==> src/sv/lpr_pkg.sv <==
package lpr_pkg;

  localparam int FRAMES    = 8;
  localparam int PAGE_BITS = 20;
  localparam int SLOT_W    = (FRAMES > 1) ? $clog2(FRAMES) : 1;
  localparam int RANK_W    = SLOT_W;
  localparam int FAULT_W   = 32;
  localparam int CFG_W     = 4;

  localparam logic [CFG_W-1:0]  CFG_RESET = CFG_W'(8);
  localparam logic [RANK_W-1:0] RANK_MAX  = RANK_W'(FRAMES - 1);

  // Command queue between the front and back ends
  localparam int QDEPTH = 2;
  localparam int QPTR_W = (QDEPTH > 1) ? $clog2(QDEPTH) : 1;
  localparam int QCNT_W = $clog2(QDEPTH + 1);

  localparam logic OP_REF   = 1'b0;
  localparam logic OP_CLEAR = 1'b1;

  typedef logic [PAGE_BITS-1:0] page_t;
  typedef logic [SLOT_W-1:0]    slot_t;
  typedef logic [RANK_W-1:0]    rank_t;
  typedef logic [FAULT_W-1:0]   fault_t;

  typedef enum logic {
    CMD_REF   = 1'b0,
    CMD_CLEAR = 1'b1
  } cmd_kind_t;

  typedef struct packed {
    cmd_kind_t kind;
    page_t     page;
  } cmd_t;

  typedef struct packed {
    logic full;
    logic empty;
  } q_stat_t;

  typedef enum logic [1:0] {
    ST_MATCH = 2'b01,
    ST_UPD   = 2'b10
  } back_state_t;

endpackage

==> src/sv/lpr_front.sv <==
module lpr_front (
  input  logic             in_valid,
  output logic             in_ready,
  input  logic             in_op,
  input  lpr_pkg::page_t   in_page,
  input  lpr_pkg::q_stat_t q_stat,
  output logic             push,
  output lpr_pkg::cmd_t    push_cmd
);

  lpr_pkg::cmd_kind_t kind;

  always_comb begin
    unique case (in_op)
      lpr_pkg::OP_REF:   kind = lpr_pkg::CMD_REF;
      lpr_pkg::OP_CLEAR: kind = lpr_pkg::CMD_CLEAR;
      default:           kind = lpr_pkg::CMD_REF;
    endcase
  end

  assign in_ready      = !q_stat.full;
  assign push          = in_valid && in_ready;
  assign push_cmd.kind = kind;
  // The page is meaningless for a clear, so it is dropped there.
  assign push_cmd.page = (kind == lpr_pkg::CMD_CLEAR) ? '0 : in_page;

endmodule

==> src/sv/lpr_queue.sv <==
module lpr_queue (
  input  logic             clk,
  input  logic             rst_n,
  input  logic             push,
  input  lpr_pkg::cmd_t    push_cmd,
  input  logic             pop,
  output lpr_pkg::cmd_t    head,
  output lpr_pkg::q_stat_t stat
);

  lpr_pkg::cmd_t                entries_r [lpr_pkg::QDEPTH];
  logic [lpr_pkg::QPTR_W-1:0]   wr_ptr_r, wr_ptr_nxt;
  logic [lpr_pkg::QPTR_W-1:0]   rd_ptr_r, rd_ptr_nxt;
  logic [lpr_pkg::QCNT_W-1:0]   count_r, count_nxt;

  always_comb begin
    wr_ptr_nxt = wr_ptr_r;
    rd_ptr_nxt = rd_ptr_r;
    count_nxt  = count_r;
    if (push) begin
      wr_ptr_nxt = (wr_ptr_r == lpr_pkg::QPTR_W'(lpr_pkg::QDEPTH - 1)) ? '0 :
                   wr_ptr_r + 1'b1;
    end
    if (pop) begin
      rd_ptr_nxt = (rd_ptr_r == lpr_pkg::QPTR_W'(lpr_pkg::QDEPTH - 1)) ? '0 :
                   rd_ptr_r + 1'b1;
    end
    if (push && !pop) begin
      count_nxt = count_r + 1'b1;
    end else if (pop && !push) begin
      count_nxt = count_r - 1'b1;
    end
  end

  always_ff @(posedge clk) begin
    if (!rst_n) begin
      wr_ptr_r <= '0;
      rd_ptr_r <= '0;
      count_r  <= '0;
    end else begin
      wr_ptr_r <= wr_ptr_nxt;
      rd_ptr_r <= rd_ptr_nxt;
      count_r  <= count_nxt;
    end
  end

  always_ff @(posedge clk) begin
    if (push) begin
      entries_r[wr_ptr_r] <= push_cmd;
    end
  end

  assign head       = entries_r[rd_ptr_r];
  assign stat.full  = (count_r == lpr_pkg::QCNT_W'(lpr_pkg::QDEPTH));
  assign stat.empty = (count_r == '0);

endmodule

==> src/sv/lpr_back.sv <==
module lpr_back (
  input  logic                       clk,
  input  logic                       rst_n,
  input  logic [lpr_pkg::CFG_W-1:0]  frames_in_use,
  input  lpr_pkg::q_stat_t           q_stat,
  input  lpr_pkg::cmd_t              head,
  output logic                       pop,
  output logic                       out_valid,
  input  logic                       out_ready,
  output logic                       out_hit,
  output lpr_pkg::slot_t             out_slot,
  output logic                       out_evicted_valid,
  output lpr_pkg::page_t             out_evicted_page,
  output lpr_pkg::fault_t            out_fault_count
);

  lpr_pkg::back_state_t         state_r, state_nxt;

  logic [lpr_pkg::FRAMES-1:0]   valid_r, valid_nxt;
  lpr_pkg::page_t               page_r    [lpr_pkg::FRAMES];
  lpr_pkg::rank_t               rank_r    [lpr_pkg::FRAMES];
  lpr_pkg::rank_t               rank_nxt  [lpr_pkg::FRAMES];
  lpr_pkg::fault_t              faults_r, faults_nxt;

  // Classification held between the compare and update cycles
  logic                         clr_r;
  logic                         hit_r;
  logic                         fill_r;
  lpr_pkg::slot_t               slot_r;
  lpr_pkg::page_t               page_new_r;

  logic                         out_valid_r;
  logic                         out_hit_r;
  lpr_pkg::slot_t               out_slot_r;
  logic                         out_evicted_valid_r;
  lpr_pkg::page_t               out_evicted_page_r;
  lpr_pkg::fault_t              out_fault_count_r;

  logic [lpr_pkg::FRAMES-1:0]   active;
  logic [lpr_pkg::FRAMES-1:0]   match;
  logic [lpr_pkg::FRAMES-1:0]   empty;
  lpr_pkg::slot_t               hit_slot;
  lpr_pkg::slot_t               empty_slot;
  lpr_pkg::slot_t               victim;
  lpr_pkg::rank_t               best;
  lpr_pkg::rank_t               old_rank;
  logic                         upd_go;

  // A count of zero behaves as one frame; frame 0 therefore always takes part.
  always_comb begin
    for (int i = 0; i < lpr_pkg::FRAMES; i++) begin
      active[i] = (i == 0) || (i < int'(frames_in_use));
      match[i]  = active[i] && valid_r[i] && (page_r[i] == head.page);
      empty[i]  = active[i] && !valid_r[i];
    end
  end

  always_comb begin
    hit_slot   = '0;
    empty_slot = '0;
    for (int i = lpr_pkg::FRAMES - 1; i >= 0; i--) begin
      if (match[i]) begin
        hit_slot = lpr_pkg::SLOT_W'(i);
      end
      if (empty[i]) begin
        empty_slot = lpr_pkg::SLOT_W'(i);
      end
    end
  end

  // Oldest active frame; a strict compare lets the lowest index win a tie.
  always_comb begin
    best   = '0;
    victim = '0;
    for (int i = 0; i < lpr_pkg::FRAMES; i++) begin
      if (active[i] && (rank_r[i] > best)) begin
        best   = rank_r[i];
        victim = lpr_pkg::SLOT_W'(i);
      end
    end
  end

  assign pop    = (state_r == lpr_pkg::ST_MATCH) && !q_stat.empty;
  assign upd_go = (state_r == lpr_pkg::ST_UPD) && (!out_valid_r || out_ready);

  always_comb begin
    state_nxt = state_r;
    unique case (state_r)
      lpr_pkg::ST_MATCH: begin
        if (pop) begin
          state_nxt = lpr_pkg::ST_UPD;
        end
      end
      lpr_pkg::ST_UPD: begin
        if (upd_go) begin
          state_nxt = lpr_pkg::ST_MATCH;
        end
      end
      default: state_nxt = lpr_pkg::ST_MATCH;
    endcase
  end

  assign old_rank = rank_r[slot_r];

  // Frames newer than the one used age by one; a fill ages every valid active frame.
  always_comb begin
    valid_nxt  = valid_r;
    faults_nxt = faults_r;
    for (int i = 0; i < lpr_pkg::FRAMES; i++) begin
      rank_nxt[i] = rank_r[i];
    end
    if (upd_go) begin
      if (clr_r) begin
        valid_nxt  = '0;
        faults_nxt = '0;
        for (int i = 0; i < lpr_pkg::FRAMES; i++) begin
          rank_nxt[i] = '0;
        end
      end else begin
        for (int i = 0; i < lpr_pkg::FRAMES; i++) begin
          if ((lpr_pkg::SLOT_W'(i) != slot_r) && valid_r[i] && active[i] &&
              (fill_r || (rank_r[i] < old_rank)) &&
              (rank_r[i] != lpr_pkg::RANK_MAX)) begin
            rank_nxt[i] = rank_r[i] + 1'b1;
          end
        end
        rank_nxt[slot_r] = '0;
        if (!hit_r) begin
          valid_nxt[slot_r] = 1'b1;
          if (faults_r != '1) begin
            faults_nxt = faults_r + 1'b1;
          end
        end
      end
    end
  end

  always_ff @(posedge clk) begin
    if (!rst_n) begin
      state_r     <= lpr_pkg::ST_MATCH;
      valid_r     <= '0;
      faults_r    <= '0;
      out_valid_r <= 1'b0;
      for (int i = 0; i < lpr_pkg::FRAMES; i++) begin
        rank_r[i] <= '0;
      end
    end else begin
      state_r  <= state_nxt;
      valid_r  <= valid_nxt;
      faults_r <= faults_nxt;
      for (int i = 0; i < lpr_pkg::FRAMES; i++) begin
        rank_r[i] <= rank_nxt[i];
      end
      if (upd_go) begin
        out_valid_r <= 1'b1;
      end else if (out_ready) begin
        out_valid_r <= 1'b0;
      end
    end
  end

  always_ff @(posedge clk) begin
    if (pop) begin
      clr_r      <= (head.kind == lpr_pkg::CMD_CLEAR);
      hit_r      <= |match;
      // A fill is a miss that finds an empty frame; a hit is never a fill.
      fill_r     <= !(|match) && (|empty);
      page_new_r <= head.page;
      if (|match) begin
        slot_r <= hit_slot;
      end else if (|empty) begin
        slot_r <= empty_slot;
      end else begin
        slot_r <= victim;
      end
    end
    if (upd_go) begin
      out_fault_count_r <= faults_nxt;
      if (clr_r) begin
        out_hit_r           <= 1'b0;
        out_slot_r          <= '0;
        out_evicted_valid_r <= 1'b0;
        out_evicted_page_r  <= '0;
      end else begin
        out_hit_r           <= hit_r;
        out_slot_r          <= slot_r;
        out_evicted_valid_r <= !hit_r && !fill_r;
        out_evicted_page_r  <= (!hit_r && !fill_r) ? page_r[slot_r] : '0;
        if (!hit_r) begin
          page_r[slot_r] <= page_new_r;
        end
      end
    end
  end

  assign out_valid         = out_valid_r;
  assign out_hit           = out_hit_r;
  assign out_slot          = out_slot_r;
  assign out_evicted_valid = out_evicted_valid_r;
  assign out_evicted_page  = out_evicted_page_r;
  assign out_fault_count   = out_fault_count_r;

endmodule

==> src/sv/lru_page_replacement.sv <==
// LRU page table over up to eight fully associative frames. Every input transfer
// (a page reference, or a clear of all frames and of the fault count) yields exactly
// one result transfer: hit flag, frame used, any evicted page and the running,
// saturating fault count. The front end takes items into a two-entry command queue;
// the back end first compares the page against every active frame and chooses the
// victim, then updates the recency ranks and registers the result, and pops no
// new item before that update. An item passes the queue entry, the classification
// registers and the result register in turn. The back end waits only while its
// result register is still held by the consumer. frames_in_use is to be written
// through the cfg port only while no item is in flight; the block does not enforce
// this. Zero behaves as one frame and values above eight as eight.
module lru_page_replacement (
  input  logic                       clk,
  input  logic                       rst_n,
  input  logic                       in_valid,
  output logic                       in_ready,
  input  logic                       in_op,
  input  lpr_pkg::page_t             in_page,
  output logic                       out_valid,
  input  logic                       out_ready,
  output logic                       out_hit,
  output lpr_pkg::slot_t             out_slot,
  output logic                       out_evicted_valid,
  output lpr_pkg::page_t             out_evicted_page,
  output lpr_pkg::fault_t            out_fault_count,
  input  logic                       cfg_valid,
  output logic                       cfg_ready,
  input  logic [lpr_pkg::CFG_W-1:0]  cfg_frames_in_use
);

  logic [lpr_pkg::CFG_W-1:0] frames_in_use_r;
  logic                      push;
  logic                      pop;
  lpr_pkg::cmd_t             push_cmd;
  lpr_pkg::cmd_t             head;
  lpr_pkg::q_stat_t          q_stat;

  assign cfg_ready = 1'b1;

  always_ff @(posedge clk) begin
    if (!rst_n) begin
      frames_in_use_r <= lpr_pkg::CFG_RESET;
    end else if (cfg_valid && cfg_ready) begin
      frames_in_use_r <= cfg_frames_in_use;
    end
  end

  lpr_front u_front (
    .in_valid (in_valid),
    .in_ready (in_ready),
    .in_op    (in_op),
    .in_page  (in_page),
    .q_stat   (q_stat),
    .push     (push),
    .push_cmd (push_cmd)
  );

  lpr_queue u_queue (
    .clk      (clk),
    .rst_n    (rst_n),
    .push     (push),
    .push_cmd (push_cmd),
    .pop      (pop),
    .head     (head),
    .stat     (q_stat)
  );

  lpr_back u_back (
    .clk               (clk),
    .rst_n             (rst_n),
    .frames_in_use     (frames_in_use_r),
    .q_stat            (q_stat),
    .head              (head),
    .pop               (pop),
    .out_valid         (out_valid),
    .out_ready         (out_ready),
    .out_hit           (out_hit),
    .out_slot          (out_slot),
    .out_evicted_valid (out_evicted_valid),
    .out_evicted_page  (out_evicted_page),
    .out_fault_count   (out_fault_count)
  );

endmodule

==> config.mk <==
export PLATFORM = sky130hd
export DESIGN_NAME = lru_page_replacement
export DESIGN_NICKNAME = d
export VERILOG_FILES = /design/src/sv/lpr_pkg.sv /design/src/sv/lpr_front.sv /design/src/sv/lpr_queue.sv /design/src/sv/lpr_back.sv /design/src/sv/lru_page_replacement.sv
export SDC_FILE = /design/constraint.sdc
export NUM_CORES = 1
export LEC_CHECK = 0
export BUFFER_PORTS_ARGS = -buffer_cell sky130_fd_sc_hd__buf_2
export CORE_MARGIN = 4
export CORE_UTILIZATION = 62
export CTS_CLUSTER_SIZE = 12
export DETAILED_ROUTE_END_ITERATION = 7
export GPL_ROUTABILITY_DRIVEN = 0
export PLACE_DENSITY = 0.81
export SLEW_MARGIN = 20
export SYNTH_ARGS = -nofsm -noshare
export SYNTH_HDL_FRONTEND = slang
export SYNTH_SLANG_ARGS = --single-unit
==> constraint.sdc <==
create_clock -name clk -period 10.3 [get_ports clk]
set_input_delay 1.545 -clock clk [delete_from_list [all_inputs] [get_ports clk]]
set_output_delay 1.545 -clock clk [all_outputs]
set_load 0.01 [all_outputs]
# Yosys cells after proc, flatten, opt, wreduce, memory -nomap -nowiden
# Memory sizes are Yosys's and may differ from the RTL's. A register that Yosys moved wholly into a read port is not among the register bits.
# Cells that the tools add are included.
# totals
regBits	114
mem_bits_ro	0
latch_bits	0
n_memories	3
out_inout_bits	60
ram_bits	226
elab_cells	305
# classes
magnitude_cmp	27
div	0
mul	0
bitwise_logic	14
muxes	98
n_reduce_logical	103
n_shift	0
addsub	13
eq_ne	30
# mem_list
name	depth	word_bits	read_ports	rd_ports_with_merged_regs	write_ports	line_no	rtl
u_back.page_r	8	20	9	1	1	lpr_back.sv:20	lpr_pkg::page_t page_r [lpr_pkg::FRAMES];
u_queue.entries_r	2	21	1	1	1	lpr_queue.sv:11	lpr_pkg::cmd_t entries_r [lpr_pkg::QDEPTH];
u_back.rank_r	8	3	9	1	8	lpr_back.sv:21	lpr_pkg::rank_t rank_r [lpr_pkg::FRAMES];
# op_table
operator	count
$mux W3	63
$eq A20 B20 Y1	8
$mux W32	4
$logic_and A1 B1 Y1	69
$mux W24	2
$add A32 B1 Y32 const B	1
$ne A32 B32 Y1 const B	1
$add A3 B1 Y3 const B	8
$and A24 B24 Y24	1
$lt A3 B3 Y1	8
$ne A3 B3 Y1 const B	8
$not A24 Y24	1
$gt A3 B3 Y1	7
$mux W20	1
$logic_not A1 Y1	16
$lt A3 B4 Y1 const A	4
$mux W1	16
$mux W8	2
$reduce_or A8 Y1	2
$mux W2	6
$ne A3 B3 Y1 const A	4
$demux W3 S3	1
$logic_or A1 B1 Y1	9
$lt A2 B4 Y1 const A	2
27 further kinds	41

# Longest topological paths before layout
# An unclocked memory read counts as a cell.
# depth
ltp_word	27
mapped_depth	50
mapped_depth_nobuf	50

# By module
# From an unflattened synthesis, not the netlist that was laid out.
# unflattened
cells_unflattened	1353
area_unflattened_um2	17763.3
# by_module_without_submodules
mod	area_each_um2	cells_per_inst	instances
lpr_back	15642.5	1226	1
lpr_queue	1726.7	87	1
lpr_front	235.2	25	1
lru_page_replacement	158.9	15	1

# Worst setup path after synthesis
# OpenSTA, ideal clock, no wires.
# synth_path
path_kind	register to register
from	memory u_back.rank_r[0][1] (netlist bit)
to	register u_back.slot_r[1], data pin
arrival_ns	9.158
path_buffers	0
path_stages_with_launch	49
synth_period_minus_slack_ns	9.434
setup_time_ns	0.276
setup_slack_ns	0.866
cell_sequence	dfxtp_1 -> inv_1 -> ha_1 -> a21oi_1 -> ha_1 -> a31o_2 -> nor2_1 -> mux2_2 -> ha_1 -> nor2_1 -> nand3_1 -> o221ai_2 -> nand2_1 -> mux2_1 -> ha_1 -> nor2_1 -> nand3_1 -> o22ai_1 -> (+13 left out) -> mux2i_1 -> ha_1 -> nor2b_1 -> o21a_1 -> o21ai_1 -> nor2_1 -> a21o_1 -> ha_1 -> nor2b_1 -> o21a_1 -> o21ai_0 -> and2_1 -> a21oi_1 -> nor2_1 -> o21ai_1 -> a211o_1 -> a41oi_2 -> nor3_1
# synth_rtl
item	line_no	rtl
from (decl)	lpr_back.sv:21	
to (signal assigned)	lpr_back.sv:170	slot_r <= hit_slot;
to (signal assigned)	lpr_back.sv:172	slot_r <= empty_slot;
to (signal assigned)	lpr_back.sv:174	slot_r <= victim;
to (decl)	lpr_back.sv:29	lpr_pkg::slot_t slot_r;

==> flow_metrics.env <==
export IMPL_synth_top_area_cell="edfxtp_1"
export IMPL_critPathCaptureType="register"
export IMPL_post_route_period_util_pct=97.2
export IMPL_min_period_ns=10.01
export IMPL_cp_required_ns=10.56
export IMPL_peakVddDrop_uv=175
export IMPL_crit_buf_inv=2
export IMPL_clock_skew_ns=0.0149
export IMPL_synth_warnings=0
export IMPL_synthTopCellsByArea="edfxtp_1, dfxtp_1, mux4_2"
export IMPL_grt_usage_pct=27.7
export IMPL_layout_cells_non_filler=1866
export IMPL_grt_pass1_wl_um=66200
export IMPL_portBuffers=88
export IMPL_worstHoldPathType="reg -> reg"
export IMPL_numPlacedInstances=1789
export IMPL_worstPathArrival_ns=10.28
export IMPL_synth_top_area_share_pct=48.0
export IMPL_slew_violations=0
export IMPL_p_switching_w=0.00129
export IMPL_rows=61
export IMPL_grt_antenna_before_repair=0
export IMPL_cpMaxStageDelayCell="o41ai_2"
export IMPL_cts_buffer_depth=3
export IMPL_critPathTopFamily="compound AO/OA/AOI/OAI gates"
export IMPL_wl_um=43700
export IMPL_htree_levels=2
export IMPL_holdBufCountCts=0
export IMPL_syn_area_per_cell_um2=13.1
export IMPL_drc=0
export IMPL_ys_flop_type="edfxtp_1"
export IMPL_p_seq_share_pct=46.1
export IMPL_vias=11700
export IMPL_via_per_inst=6.25
export IMPL_synth_nets=1434
export IMPL_pin_count=90
export IMPL_final_cell_mix="edfxtp_1, nor2_1, xnor2_1"
export IMPL_async_flop_share_pct=0
export IMPL_place_hpwl_um=29000
export IMPL_max_stage_delay_ns=0.41
export IMPL_relSlewSlack_pct=26.6
export IMPL_nets=1538
export IMPL_synth_edf_count=285
export IMPL_startpoint_type="register"
export IMPL_power_frac_comb_pct=22.7
export IMPL_root_buffer="clkbuf_16"
export IMPL_drtIter0Drc=1129
export IMPL_ys_seq_elements=364
export IMPL_core_um2=28100
export IMPL_power_leakage_nw=6.91
export IMPL_start_util_pct=63.4
export IMPL_drv_cap=0
export IMPL_hold_violations=0
export IMPL_drive_gt1_share_pct=18.1
export IMPL_wl_per_cell_um=23.4
export IMPL_fillerInstances=1880
export IMPL_die_w_um=178
export IMPL_fin_setup_tns_ns=0
export IMPL_clk_latency_ns=0.54
export IMPL_die_area_um2=31500
export IMPL_fmax_ghz=0.0999
export IMPL_cts_buffers=39
export IMPL_p_int_w=0.00295
export IMPL_crit_path_frequent_cell="ha_1"
export IMPL_tritoncts="yes"
export IMPL_overflow=0
export IMPL_grt_pass1_vias=11500
export IMPL_drtAntennaViolNets=0
export IMPL_setup_viol=0
export IMPL_final_common_cell="edfxtp_1"
export IMPL_critPathKind="reg -> reg"
export IMPL_grt_max_degree=52
export IMPL_fp_dieH_um=178
export IMPL_p_sw_share_pct=30.5
export IMPL_path_max_fanout=6
export IMPL_synth_area_um2=17800
export IMPL_yosysSeqAreaShare_pct=56.9
export IMPL_num_antenna_cells=0
export IMPL_clkPwrFrac_pct=31.2
export IMPL_dr_pass1_iters=7
export IMPL_power_density_nw_per_um2=212
export IMPL_worstMarginPinSlew_ns=1.10
export IMPL_clk_pin_slew_ns=0.06
export IMPL_outcome="complete, no violations"
export IMPL_synthCells=1356
export IMPL_clock_sinks=364
export IMPL_ys_types=75
export IMPL_area_delta_synth_final_pct=12.2
## cell usage after synthesis (all sizes together) (7+ instances only)
cell type	count
or3	8
a21oi	31
clkbuf	31
xnor2	116
nand4	25
edfxtp	285
a22oi	17
inv	46
nor3b	8
nand3	22
o21ai	30
nor3	16
or2	7
nand2	48
ha	48
nor4	38
mux2i	55
nor2b	60
buf	13
and2	20
mux4	46
dfxtp	79
nand2b	17
xor2	74
and3	8
nor2	132
## worst min-delay path, delay by kind of cell, from the launching register on
| family | cells | cell delay [ns] |
|---|---|---|
| AOI/OAI and AO/OA | 2 | 0.14 |
| DFF | 1 | 0.33 |
## cell families (layout without fill, tap and decap cells)
family	after synthesis	after routing	synth area share, %
compound gates	133	133	5.00
xor+xnor	190	190	9.34
flops	364	364	56.9
mux	107	107	10.7
simple gates	422	422	12.5
other cells	1	1	0.0210
buf+inv	90	222	2.11
fa+ha+maj	49	49	3.43
## repair_timing
| item | 4_1_cts | 5_1_grt |
|---|---|---|
| setup endpoints to repair | 1 | 6 |
| pin swaps | 0 | 7 |
| buffers inserted | 0 | 8 |
| gates resized for setup | 1 | 16 |
## registers in the layout (all words and copies together) (netlist names), named ones only
signal	count
frames_in_use_r	4
u_back.clr_r	1
u_back.faults_r	32
u_back.fill_r	1
u_back.hit_r	1
u_back.out_evicted_page	20
u_back.out_evicted_valid	1
u_back.out_fault_count	32
u_back.out_hit	1
u_back.out_slot	3
u_back.out_valid	1
u_back.page_new_r	20
u_back.page_r	160
u_back.rank_r	24
u_back.slot_r	3
u_back.state_r	2
u_back.valid_r	8
u_queue.count_r	2
u_queue.entries_r	42
u_queue.rd_ptr_r	1
u_queue.wr_ptr_r	1
## metrics by stage
step | hold slack, ns | utilization (%) | setup slack (ns) | area [um^2] | total power [W]
2_1_floorplan | 0.463 | - | 0.866 | 17800 | 0.00263
6_report | 0.519 | 71.2 | 0.285 | 20000 | 0.00424
3_5_place_dp | 0.516 | 66.4 | 0.0259 | 18700 | 0.00293
4_1_cts | 0.524 | 70.7 | 0.0522 | 19900 | 0.00425
3_3_place_gp | 0.494 | 66.4 | 0.482 | 18700 | 0.00291
5_1_grt | 0.564 | 71.2 | -0.240 | 20000 | 0.00439
## power groups by stage
stage / logic [W] / clock network, W / registers [W]
2_1_floorplan: 0.000703 / 0 / 0.00193
3_3_place_gp: 0.000941 / 0 / 0.00197
3_5_place_dp: 0.000951 / 0 / 0.00198
4_1_cts: 0.000960 / 0.00133 / 0.00195
5_1_grt: 0.00102 / 0.00140 / 0.00197
6_report: 0.000965 / 0.00132 / 0.00195
## area by class of cell
cell class / count / area, um^2 / share of cell area (%)
inverters: 46 / 173 / 0.864
clock buffers: 59 / 1110 / 5.56
flip-flops and latches: 364 / 10100 / 50.8
repair buffers: 107 / 583 / 2.92
well taps: 378 / 473 / 2.37
multi-input cells: 902 / 7410 / 37.1
clock inverters: 10 / 93.8 / 0.469
## per-layer routing
layer | vias up | global-route usage, % | part of all wire (%)
met2 | 612 | 45.7 | 48
li1 | 5224 | - | -
met4 | 0 | 10.2 | 4.4
met3 | 126 | 5.39 | 8.6
met1 | 5705 | 36.8 | 39
met5 | - | 0 | 0
## final timing paths
kind / startpoint / end / slack, ns / depth (start not counted)
worst max-delay path: u_back.rank_r[0][0]$_SDFFE_PN0P_ / u_back.slot_r[1]$_DFFE_PP_ / 0.29 / 50
worst min-delay path: u_queue.count_r[1]$_SDFFE_PN0P_ / u_queue.count_r[1]$_SDFFE_PN0P_ / 0.52 / 2
worst max register to register: u_back.rank_r[0][0]$_SDFFE_PN0P_ / u_back.slot_r[1]$_DFFE_PP_ / 0.29 / 50
worst min register to register: u_queue.count_r[1]$_SDFFE_PN0P_ / u_queue.count_r[1]$_SDFFE_PN0P_ / 0.52 / 2
No activity file was read; power rests on OpenSTA's default activity.
